`src/rtl/pfd_pkg.sv`:
```
// ----------------------------------------------------------------------------
// pfd_pkg
// Shared constants and types of the pose frame deframer.
// ----------------------------------------------------------------------------
`default_nettype none

package pfd_pkg;

   localparam logic [7:0]  HDR_A    = 8'h0d;
   localparam logic [7:0]  HDR_B    = 8'h0a;
   localparam logic [7:0]  ACK_A    = 8'h4f;
   localparam logic [7:0]  ACK_B    = 8'h4b;
   localparam logic [31:0] SIGN_BIT = 32'h8000_0000;

   localparam logic EVT_POSE = 1'b0;
   localparam logic EVT_ACK  = 1'b1;

   typedef struct packed {
      logic        hit;
      logic        event_kind;
      logic [31:0] angle_bits;
      logic [31:0] xpos_bits;
      logic [31:0] ypos_bits;
   } pfd_event_type;

endpackage

`default_nettype wire

```
`src/rtl/pfd_req_if.sv`:
```
// ----------------------------------------------------------------------------
// pfd_req_if
// Byte channel into the deframer.
// ----------------------------------------------------------------------------
`default_nettype none

interface pfd_req_if;

   logic       valid;
   logic       ready;
   logic [7:0] rx_byte;

   modport source (output valid, output rx_byte, input ready);
   modport sink   (input valid, input rx_byte, output ready);

endinterface

`default_nettype wire

```
`src/rtl/pfd_rsp_if.sv`:
```
// ----------------------------------------------------------------------------
// pfd_rsp_if
// Result channel out of the deframer.
// ----------------------------------------------------------------------------
`default_nettype none

interface pfd_rsp_if;

   logic        valid;
   logic        ready;
   logic        event_kind;
   logic [31:0] angle_bits;
   logic [31:0] xpos_bits;
   logic [31:0] ypos_bits;

   modport source (output valid, output event_kind, output angle_bits,
                   output xpos_bits, output ypos_bits, input ready);
   modport sink   (input valid, input event_kind, input angle_bits,
                   input xpos_bits, input ypos_bits, output ready);

endinterface

`default_nettype wire

```
`src/rtl/pfd_parser.sv`:
```
// ----------------------------------------------------------------------------
// pfd_parser
// Frame state machine, payload store and pose word mapping.
// ----------------------------------------------------------------------------
`default_nettype none

module pfd_parser
   import pfd_pkg::*;
#(
   parameter int PAYLOAD_BYTES = 24
) (
   input  wire logic          clock,
   input  wire logic          reset,
   input  wire logic          step,
   input  wire logic [7:0]    rx_byte,
   input  wire logic          axis_mode,
   output pfd_event_type      evt
);

   localparam int IDX_W = $clog2(PAYLOAD_BYTES);
   localparam logic [IDX_W-1:0] IDX_LAST = IDX_W'(PAYLOAD_BYTES - 1);

   localparam logic [2:0] PH_IDLE = 3'd0;
   localparam logic [2:0] PH_HDR  = 3'd1;
   localparam logic [2:0] PH_PAY  = 3'd2;
   localparam logic [2:0] PH_TR1  = 3'd3;
   localparam logic [2:0] PH_TR2  = 3'd4;
   localparam logic [2:0] PH_ACK  = 3'd5;

   logic [2:0]       phase_ff, phase_in;
   logic [IDX_W-1:0] idx_ff, idx_in;
   logic             wr_en;
   logic [7:0]       payload_ff [PAYLOAD_BYTES];

   logic [31:0] w0, w3, w4;

   assign w0 = {payload_ff[3],  payload_ff[2],  payload_ff[1],  payload_ff[0]};
   assign w3 = {payload_ff[15], payload_ff[14], payload_ff[13], payload_ff[12]};
   assign w4 = {payload_ff[19], payload_ff[18], payload_ff[17], payload_ff[16]};

   always_comb begin
      phase_in = phase_ff;
      idx_in   = idx_ff;
      wr_en    = 1'b0;
      evt      = '0;
      case (phase_ff)
         PH_IDLE: begin
            if (rx_byte == HDR_A) begin
               phase_in = PH_HDR;
            end else if (rx_byte == ACK_A) begin
               phase_in = PH_ACK;
            end else begin
               phase_in = PH_IDLE;
            end
         end
         PH_HDR: begin
            if (rx_byte == HDR_B) begin
               idx_in   = '0;
               phase_in = PH_PAY;
            end else begin
               phase_in = PH_IDLE;
            end
         end
         PH_PAY: begin
            wr_en = 1'b1;
            if (idx_ff == IDX_LAST) begin
               idx_in   = '0;
               phase_in = PH_TR1;
            end else begin
               idx_in = idx_ff + 1'b1;
            end
         end
         PH_TR1: begin
            phase_in = (rx_byte == HDR_B) ? PH_TR2 : PH_IDLE;
         end
         PH_TR2: begin
            phase_in = PH_IDLE;
            if (rx_byte == HDR_A) begin
               evt.hit        = 1'b1;
               evt.event_kind = EVT_POSE;
               if (axis_mode) begin
                  evt.angle_bits = w0 ^ SIGN_BIT;
                  evt.xpos_bits  = w4;
                  evt.ypos_bits  = w3 ^ SIGN_BIT;
               end else begin
                  evt.angle_bits = w0;
                  evt.xpos_bits  = w3;
                  evt.ypos_bits  = w4;
               end
            end
         end
         PH_ACK: begin
            phase_in = PH_IDLE;
            if (rx_byte == ACK_B) begin
               evt.hit        = 1'b1;
               evt.event_kind = EVT_ACK;
            end
         end
         default: begin
            phase_in = PH_IDLE;
         end
      endcase
   end

   always_ff @(posedge clock) begin
      if (reset) begin
         phase_ff <= PH_IDLE;
         idx_ff   <= '0;
      end else if (step) begin
         phase_ff <= phase_in;
         idx_ff   <= idx_in;
      end
   end

   always_ff @(posedge clock) begin
      if (step && wr_en) begin
         payload_ff[idx_ff] <= rx_byte;
      end
   end

endmodule

`default_nettype wire

```
`src/rtl/pfd_out_reg.sv`:
```
// ----------------------------------------------------------------------------
// pfd_out_reg
// Result register driving the response channel.
// ----------------------------------------------------------------------------
`default_nettype none

module pfd_out_reg
   import pfd_pkg::*;
(
   input  wire logic          clock,
   input  wire logic          reset,
   input  wire logic          load,
   input  wire pfd_event_type evt,
   output logic               free,
   pfd_rsp_if.source          rsp_bus
);

   logic          valid_ff;
   pfd_event_type data_ff;

   assign free = !valid_ff || rsp_bus.ready;

   always_ff @(posedge clock) begin
      if (reset) begin
         valid_ff <= 1'b0;
      end else if (load) begin
         valid_ff <= 1'b1;
      end else if (rsp_bus.ready) begin
         valid_ff <= 1'b0;
      end
   end

   always_ff @(posedge clock) begin
      if (load) begin
         data_ff <= evt;
      end
   end

   assign rsp_bus.valid      = valid_ff;
   assign rsp_bus.event_kind = data_ff.event_kind;
   assign rsp_bus.angle_bits = data_ff.angle_bits;
   assign rsp_bus.xpos_bits  = data_ff.xpos_bits;
   assign rsp_bus.ypos_bits  = data_ff.ypos_bits;

endmodule

`default_nettype wire

```
`src/rtl/pose_frame_deframer.sv`:
```
// ----------------------------------------------------------------------------
// pose_frame_deframer
// Finds 0d 0a <payload> 0a 0d pose frames and OK acknowledges in a byte stream.
// ----------------------------------------------------------------------------
// Result path: the closing byte is registered in the input stage, then its
// result in the result register. Throughput: one byte per cycle while the
// result register is free, set by the single-step frame state machine.
// Reset: synchronous; clears phase, byte count, mode and both valid flags.
// Payload bytes hold no reset value; only written bytes are ever read.
`default_nettype none

module pose_frame_deframer
   import pfd_pkg::*;
#(
   parameter int PAYLOAD_BYTES = 24
) (
   input  wire logic clock,
   input  wire logic reset,
   pfd_req_if.sink   req_bus,
   pfd_rsp_if.source rsp_bus,
   input  wire logic csr_wr_en,
   input  wire logic csr_wr_data
);

   logic          stage_valid_ff;
   logic [7:0]    stage_byte_ff;
   logic          axis_mode_ff;
   logic          out_free;
   logic          advance;
   pfd_event_type evt;

   assign advance       = stage_valid_ff && out_free;
   assign req_bus.ready = !stage_valid_ff || out_free;

   always_ff @(posedge clock) begin
      if (reset) begin
         stage_valid_ff <= 1'b0;
      end else if (req_bus.valid && req_bus.ready) begin
         stage_valid_ff <= 1'b1;
      end else if (advance) begin
         stage_valid_ff <= 1'b0;
      end
   end

   always_ff @(posedge clock) begin
      if (req_bus.valid && req_bus.ready) begin
         stage_byte_ff <= req_bus.rx_byte;
      end
   end

   always_ff @(posedge clock) begin
      if (reset) begin
         axis_mode_ff <= 1'b0;
      end else if (csr_wr_en) begin
         axis_mode_ff <= csr_wr_data;
      end
   end

   pfd_parser #(
      .PAYLOAD_BYTES (PAYLOAD_BYTES)
   ) u_parser (
      .clock     (clock),
      .reset     (reset),
      .step      (advance),
      .rx_byte   (stage_byte_ff),
      .axis_mode (axis_mode_ff),
      .evt       (evt)
   );

   pfd_out_reg u_out_reg (
      .clock   (clock),
      .reset   (reset),
      .load    (advance && evt.hit),
      .evt     (evt),
      .free    (out_free),
      .rsp_bus (rsp_bus)
   );

   a_ack_zero: assert property (@(posedge clock) disable iff (reset)
      rsp_bus.valid && rsp_bus.event_kind == EVT_ACK |->
         rsp_bus.angle_bits == 32'd0 && rsp_bus.xpos_bits == 32'd0 &&
         rsp_bus.ypos_bits == 32'd0)
      else $error("ack item carries nonzero data");

   a_reset_empty: assert property (@(posedge clock)
      reset |=> !rsp_bus.valid && !stage_valid_ff)
      else $error("valid set right after reset");

   a_stage_hold: assert property (@(posedge clock) disable iff (reset)
      stage_valid_ff && !advance |=> stage_valid_ff && $stable(stage_byte_ff))
      else $error("stalled input stage lost its byte");

   a_full_no_accept: assert property (@(posedge clock) disable iff (reset)
      rsp_bus.valid && !rsp_bus.ready && stage_valid_ff |-> !req_bus.ready)
      else $error("byte taken while both stages blocked");

endmodule

`default_nettype wire

```
`src/flat_wrapper.sv`:
```
// flat-port wrapper written by rule: the top's interface ports become plain ports
module pose_frame_deframer_flat import pfd_pkg::*;
#(
   parameter int PAYLOAD_BYTES = 24
)
  (clock, reset, csr_wr_en, csr_wr_data, req_bus_valid, req_bus_rx_byte, req_bus_ready, rsp_bus_valid, rsp_bus_event_kind, rsp_bus_angle_bits, rsp_bus_xpos_bits, rsp_bus_ypos_bits, rsp_bus_ready);
  pfd_req_if req_bus_i ();
  pfd_rsp_if rsp_bus_i ();
  input  wire logic clock;
  input  wire logic reset;
  input  wire logic csr_wr_en;
  input  wire logic csr_wr_data;
  input wire logic [$bits(req_bus_i.valid)-1:0] req_bus_valid;
  input wire logic [$bits(req_bus_i.rx_byte)-1:0] req_bus_rx_byte;
  output wire logic [$bits(req_bus_i.ready)-1:0] req_bus_ready;
  output wire logic [$bits(rsp_bus_i.valid)-1:0] rsp_bus_valid;
  output wire logic [$bits(rsp_bus_i.event_kind)-1:0] rsp_bus_event_kind;
  output wire logic [$bits(rsp_bus_i.angle_bits)-1:0] rsp_bus_angle_bits;
  output wire logic [$bits(rsp_bus_i.xpos_bits)-1:0] rsp_bus_xpos_bits;
  output wire logic [$bits(rsp_bus_i.ypos_bits)-1:0] rsp_bus_ypos_bits;
  input wire logic [$bits(rsp_bus_i.ready)-1:0] rsp_bus_ready;
  assign req_bus_i.valid = req_bus_valid;
  assign req_bus_i.rx_byte = req_bus_rx_byte;
  assign req_bus_ready = req_bus_i.ready;
  assign rsp_bus_valid = rsp_bus_i.valid;
  assign rsp_bus_event_kind = rsp_bus_i.event_kind;
  assign rsp_bus_angle_bits = rsp_bus_i.angle_bits;
  assign rsp_bus_xpos_bits = rsp_bus_i.xpos_bits;
  assign rsp_bus_ypos_bits = rsp_bus_i.ypos_bits;
  assign rsp_bus_i.ready = rsp_bus_ready;
  pose_frame_deframer #(.PAYLOAD_BYTES(PAYLOAD_BYTES)) u_core (.clock(clock), .reset(reset), .req_bus(req_bus_i), .rsp_bus(rsp_bus_i), .csr_wr_en(csr_wr_en), .csr_wr_data(csr_wr_data));
endmodule
```
`config.mk`:
```
export PLATFORM = sky130hd
export DESIGN_NAME = pose_frame_deframer_flat
export DESIGN_NICKNAME = d
export VERILOG_FILES = /design/src/rtl/pfd_pkg.sv /design/src/rtl/pfd_req_if.sv /design/src/rtl/pfd_rsp_if.sv /design/src/rtl/pfd_parser.sv /design/src/rtl/pfd_out_reg.sv /design/src/rtl/pose_frame_deframer.sv /design/src/flat_wrapper.sv
export SDC_FILE = /design/constraint.sdc
export NUM_CORES = 1
export LEC_CHECK = 0
export ABC_AREA = 1
export BUFFER_PORTS_ARGS = -buffer_cell sky130_fd_sc_hd__buf_2
export CORE_ASPECT_RATIO = 0.9
export CORE_MARGIN = 3
export CORE_UTILIZATION = 57
export DETAILED_ROUTE_END_ITERATION = 12
export PLACE_DENSITY = 0.8
export SYNTH_ARGS = -nofsm -noshare
export SYNTH_HDL_FRONTEND = slang
export SYNTH_SLANG_ARGS = --single-unit
```
`constraint.sdc`:
```
create_clock -name clock -period 10 [get_ports clock]
set_input_delay 2 -clock clock [delete_from_list [all_inputs] [get_ports clock]]
set_output_delay 2 -clock clock [all_outputs]
set_load 0.01 [all_outputs]
```
==> impl_results.md <==
* Crit end category: output pin
* Post-synth top cells: edfxtp_1, nand2_1, a21oi_1, nor2_1, inv_1
* # port buffers at 112
* Final setup vio count at 0
* Fin. Hold Viols at 0
* Most used cell along the critical path: buf_2
* Number of synthesized register bits at 212
* Final Skew at 0.0181 ns
* Crit path buf inv count at 2
* Iteration-0 DRC Markers at between 600 and 700
* Nets@finish at 763
* Core Region at 0.0136 sq mm
* Number of library cell types mapped by synthesis at 23
* Max Root-Sink Buffers at 3
* Post-Syn Instances at 632
* Clock tree sinks at 212
* WL/cell at 16.6 um
* YS warnings at 0
* Start of the worst register-to-register path: u_core.stage_byte_ff[3]
* Async SR Flop Fraction at 0%
* Synthesis-to-layout area growth at 16.2%
* Worst hold stages at 2
* Num CTS Buffers at 21
* P_leak at 0.00360 uW
* DRC viols at 0
* HPWL after DPL at between 9 and 10 mm
* Die height at ~120 um
* DP Area at 0.00877 sq mm
* Finished Layout Cells at 946
* Cell depth of the worst flop-to-flop path at 6
* Commonest register cell after synthesis: edfxtp_1
* Register area share after synthesis at 77.7%
* Routability-driven placement congestion ratio at 0.837
* Peak VDD IR at roughly 110 uV
* Die Width at 131 um
* Tmin final at around 4.6 ns
* TritonCTS clock tree: yes
* PD cells at 180 mW/mm^2
* Final WL at 15.7 mm
* Grt met1 use at 28.0%
* Reg2Reg Capture Point: u_core.u_out_reg.rsp_bus.ypos_bits[7]
* CP max FO at 3
* Syn Area/Cell at around 13 sq um
* Drt pass-1 iters at 6
* Data arrival, critical path at 2.60 ns
* Routing usage on met3 at roughly 3.8%
* Clock root buffer: clkbuf_16
* Worst hold path type: reg2reg
* Cell family with most CP delay: simple AND/OR/NAND/NOR gates
* Worst hold endpoint: u_core.u_parser.phase_ff[1]
* Initial Util at 59.4%
* Slew HR at 22.5%
* Dominant cell type by area after synthesis: edfxtp_1
* H-tree depth at 1
* Max-cap violations at 0
* First-pass GRT wire length at 25.3 mm
* Slowest cell on crit path: nor2_1
* Mapped cell area at 0.00805 sq mm
* Area taken by flip-flops and latches at 0.00626 sq mm
* Final instance area at between 0.009 and 0.01 sq mm
* Setup Buffers After CTS at 0
* Met2 Use GR at 32.6%
* Top-area cell type share of the netlist area at 74.9%
* Dpl cells at between 900 and 1k
* Initial antenna violation count at 0
* Worst skew pair latency at just under 0.5 ns
* Slew @ Worst Pin at 1.15 ns
* Fill cell count at 897
* CP Cell Sequence: buf_2 > nor2_1 > nand2_1 > buf_2
* HP Start: u_core.u_parser.phase_ff[1]
* Period utilisation layout at between 40% and 50%
* Status: finished, final reports clean
* F_max at 218 MHz
* CTS-repair resized insts at 0
* Gr usage total at 20.1%
* R2R Setup Slk at 7.03 ns
* Post-route ant nets at 0
* Area of the multi-input gates at around 0.0015 sq mm
* ANT cells at 0
* CP Class: in2out
* Unrepaired setup endpoints after global routing: false
* Sum Neg Setup Slack at 0 ns
* Boundary pin count at ~110
* Congestion Overflow GR at 0
* Top cells by area, synth: edfxtp_1, nand2_1, a21oi_1
* Slowest Stage Delay on Critical Path at 0.21 ns
* Vias/cell at 5.36
* Number of synthesized flops with an enable pin at 201
* Vias in the first global route at ~5k
* Worst Path Required at roughly 8 ns
* Most Crowded Layer GR: met2
* Row count at 40
* Syn nets at 650
* Worst-path clk slew at 0.06 ns
* Vias at a little over 5k
* Die Area at 0.0156 sq mm
* Largest net degree at the start of global routing at 99
* Share of layout cells above drive strength 1 at roughly 20%
* Count leader, synth: edfxtp_1
* Final Slew Violations at 0
* # hold bufs at CTS at 0
* CP startpoint kind: input pin
state kept, by name, summed over array words and instances (netlist names):
register	flops
u_core.axis_mode_ff	1
u_core.stage_byte_ff	8
u_core.stage_valid_ff	1
u_core.u_out_reg.rsp_bus.angle_bits	32
u_core.u_out_reg.rsp_bus.event_kind	1
u_core.u_out_reg.rsp_bus.valid	1
u_core.u_out_reg.rsp_bus.xpos_bits	32
u_core.u_out_reg.rsp_bus.ypos_bits	32
u_core.u_parser.idx_ff	5
u_core.u_parser.payload_ff	96
u_core.u_parser.phase_ff	3
power breakdown:
part	switching [uW]	leakage (uW)	total [uW]	internal (uW)
Sequential	13.4	0.00193	980	967
Clock	300	0.000294	684	385
Combinational	13.7	0.00138	20.7	6.93
worst register-to-register path: cells and delay by family, from the launching register on:
family,cells,cell delay (ns)
AOI/OAI and AO/OA,1,0.28
buffers and inverters,2,0.93
and+or+nand+nor,3,0.55
DFF,1,0.78
layout by cell type, fill, tap and decap left out, drive strengths merged:
master | synthesis | routed
inv | 59 | 60
ha | 4 | 4
a21oi | 73 | 73
nor2 | 63 | 63
nor3 | 11 | 11
o21ai | 2 | 2
clkinv | 0 | 9
nor4 | 1 | 1
dfxtp | 11 | 11
nand2 | 164 | 164
clkbuf | 15 | 25
edfxtp | 201 | 201
xnor2 | 1 | 1
xor2 | 2 | 2
nand4 | 1 | 1
buf | 10 | 115
or2 | 1 | 1
nand3 | 13 | 13
worst max path at each step:
stage | to | startpoint | depth (start not counted)
global route | req_bus_ready | rsp_bus_ready | 4
finish | req_bus_ready | rsp_bus_ready | 4
global placement | req_bus_ready | rsp_bus_ready | 4
floorplan | u_core.u_out_reg.rsp_bus.angle_bits[0] | rsp_bus_ready | 4
detailed placement | req_bus_ready | rsp_bus_ready | 4
CTS | req_bus_ready | rsp_bus_ready | 4
cell families after synthesis:
logic type,count (synthesis),synth area share [%]
AOI/OAI and AO/OA,75,4.66
xor gates and xnor gates,3,0.326
adders and majority gates,4,0.621
buffers and inverters,84,4.32
DFF,212,77.7
and+or+nand+nor,254,12.4
final cells by class:
cell class | count | area share [%]
clock inverter | 10 | 0.561
timing repair buffer | 115 | 6.23
inverter | 59 | 2.37
tap | 189 | 2.53
clock buffer | 25 | 5.77
multi-input combinational | 336 | 15.7
sequential | 212 | 66.8
layer usage:
layer / routed length (um) / part of all wire, %
met1: 6560 / 42
met2: 7510 / 48
met3: 1290 / 8.2
met4: 347 / 2.2
met5: 0 / 0
metrics by stage:
step / setup WS [ns] / total power (uW) / utilization, % / hold slack [ns]
2_1_floorplan: 2.40 / 1010 / - / 0.438
3_3_place_gp: 5.45 / 1020 / 64.6 / 0.456
3_5_place_dp: 5.40 / 1020 / 64.6 / 0.463
4_1_cts: 5.40 / 1700 / 69.0 / 0.475
5_1_grt: 5.36 / 1740 / 69.0 / 0.509
6_report: 5.40 / 1690 / 69.0 / 0.484
Power figures use the tool's default switching activity.
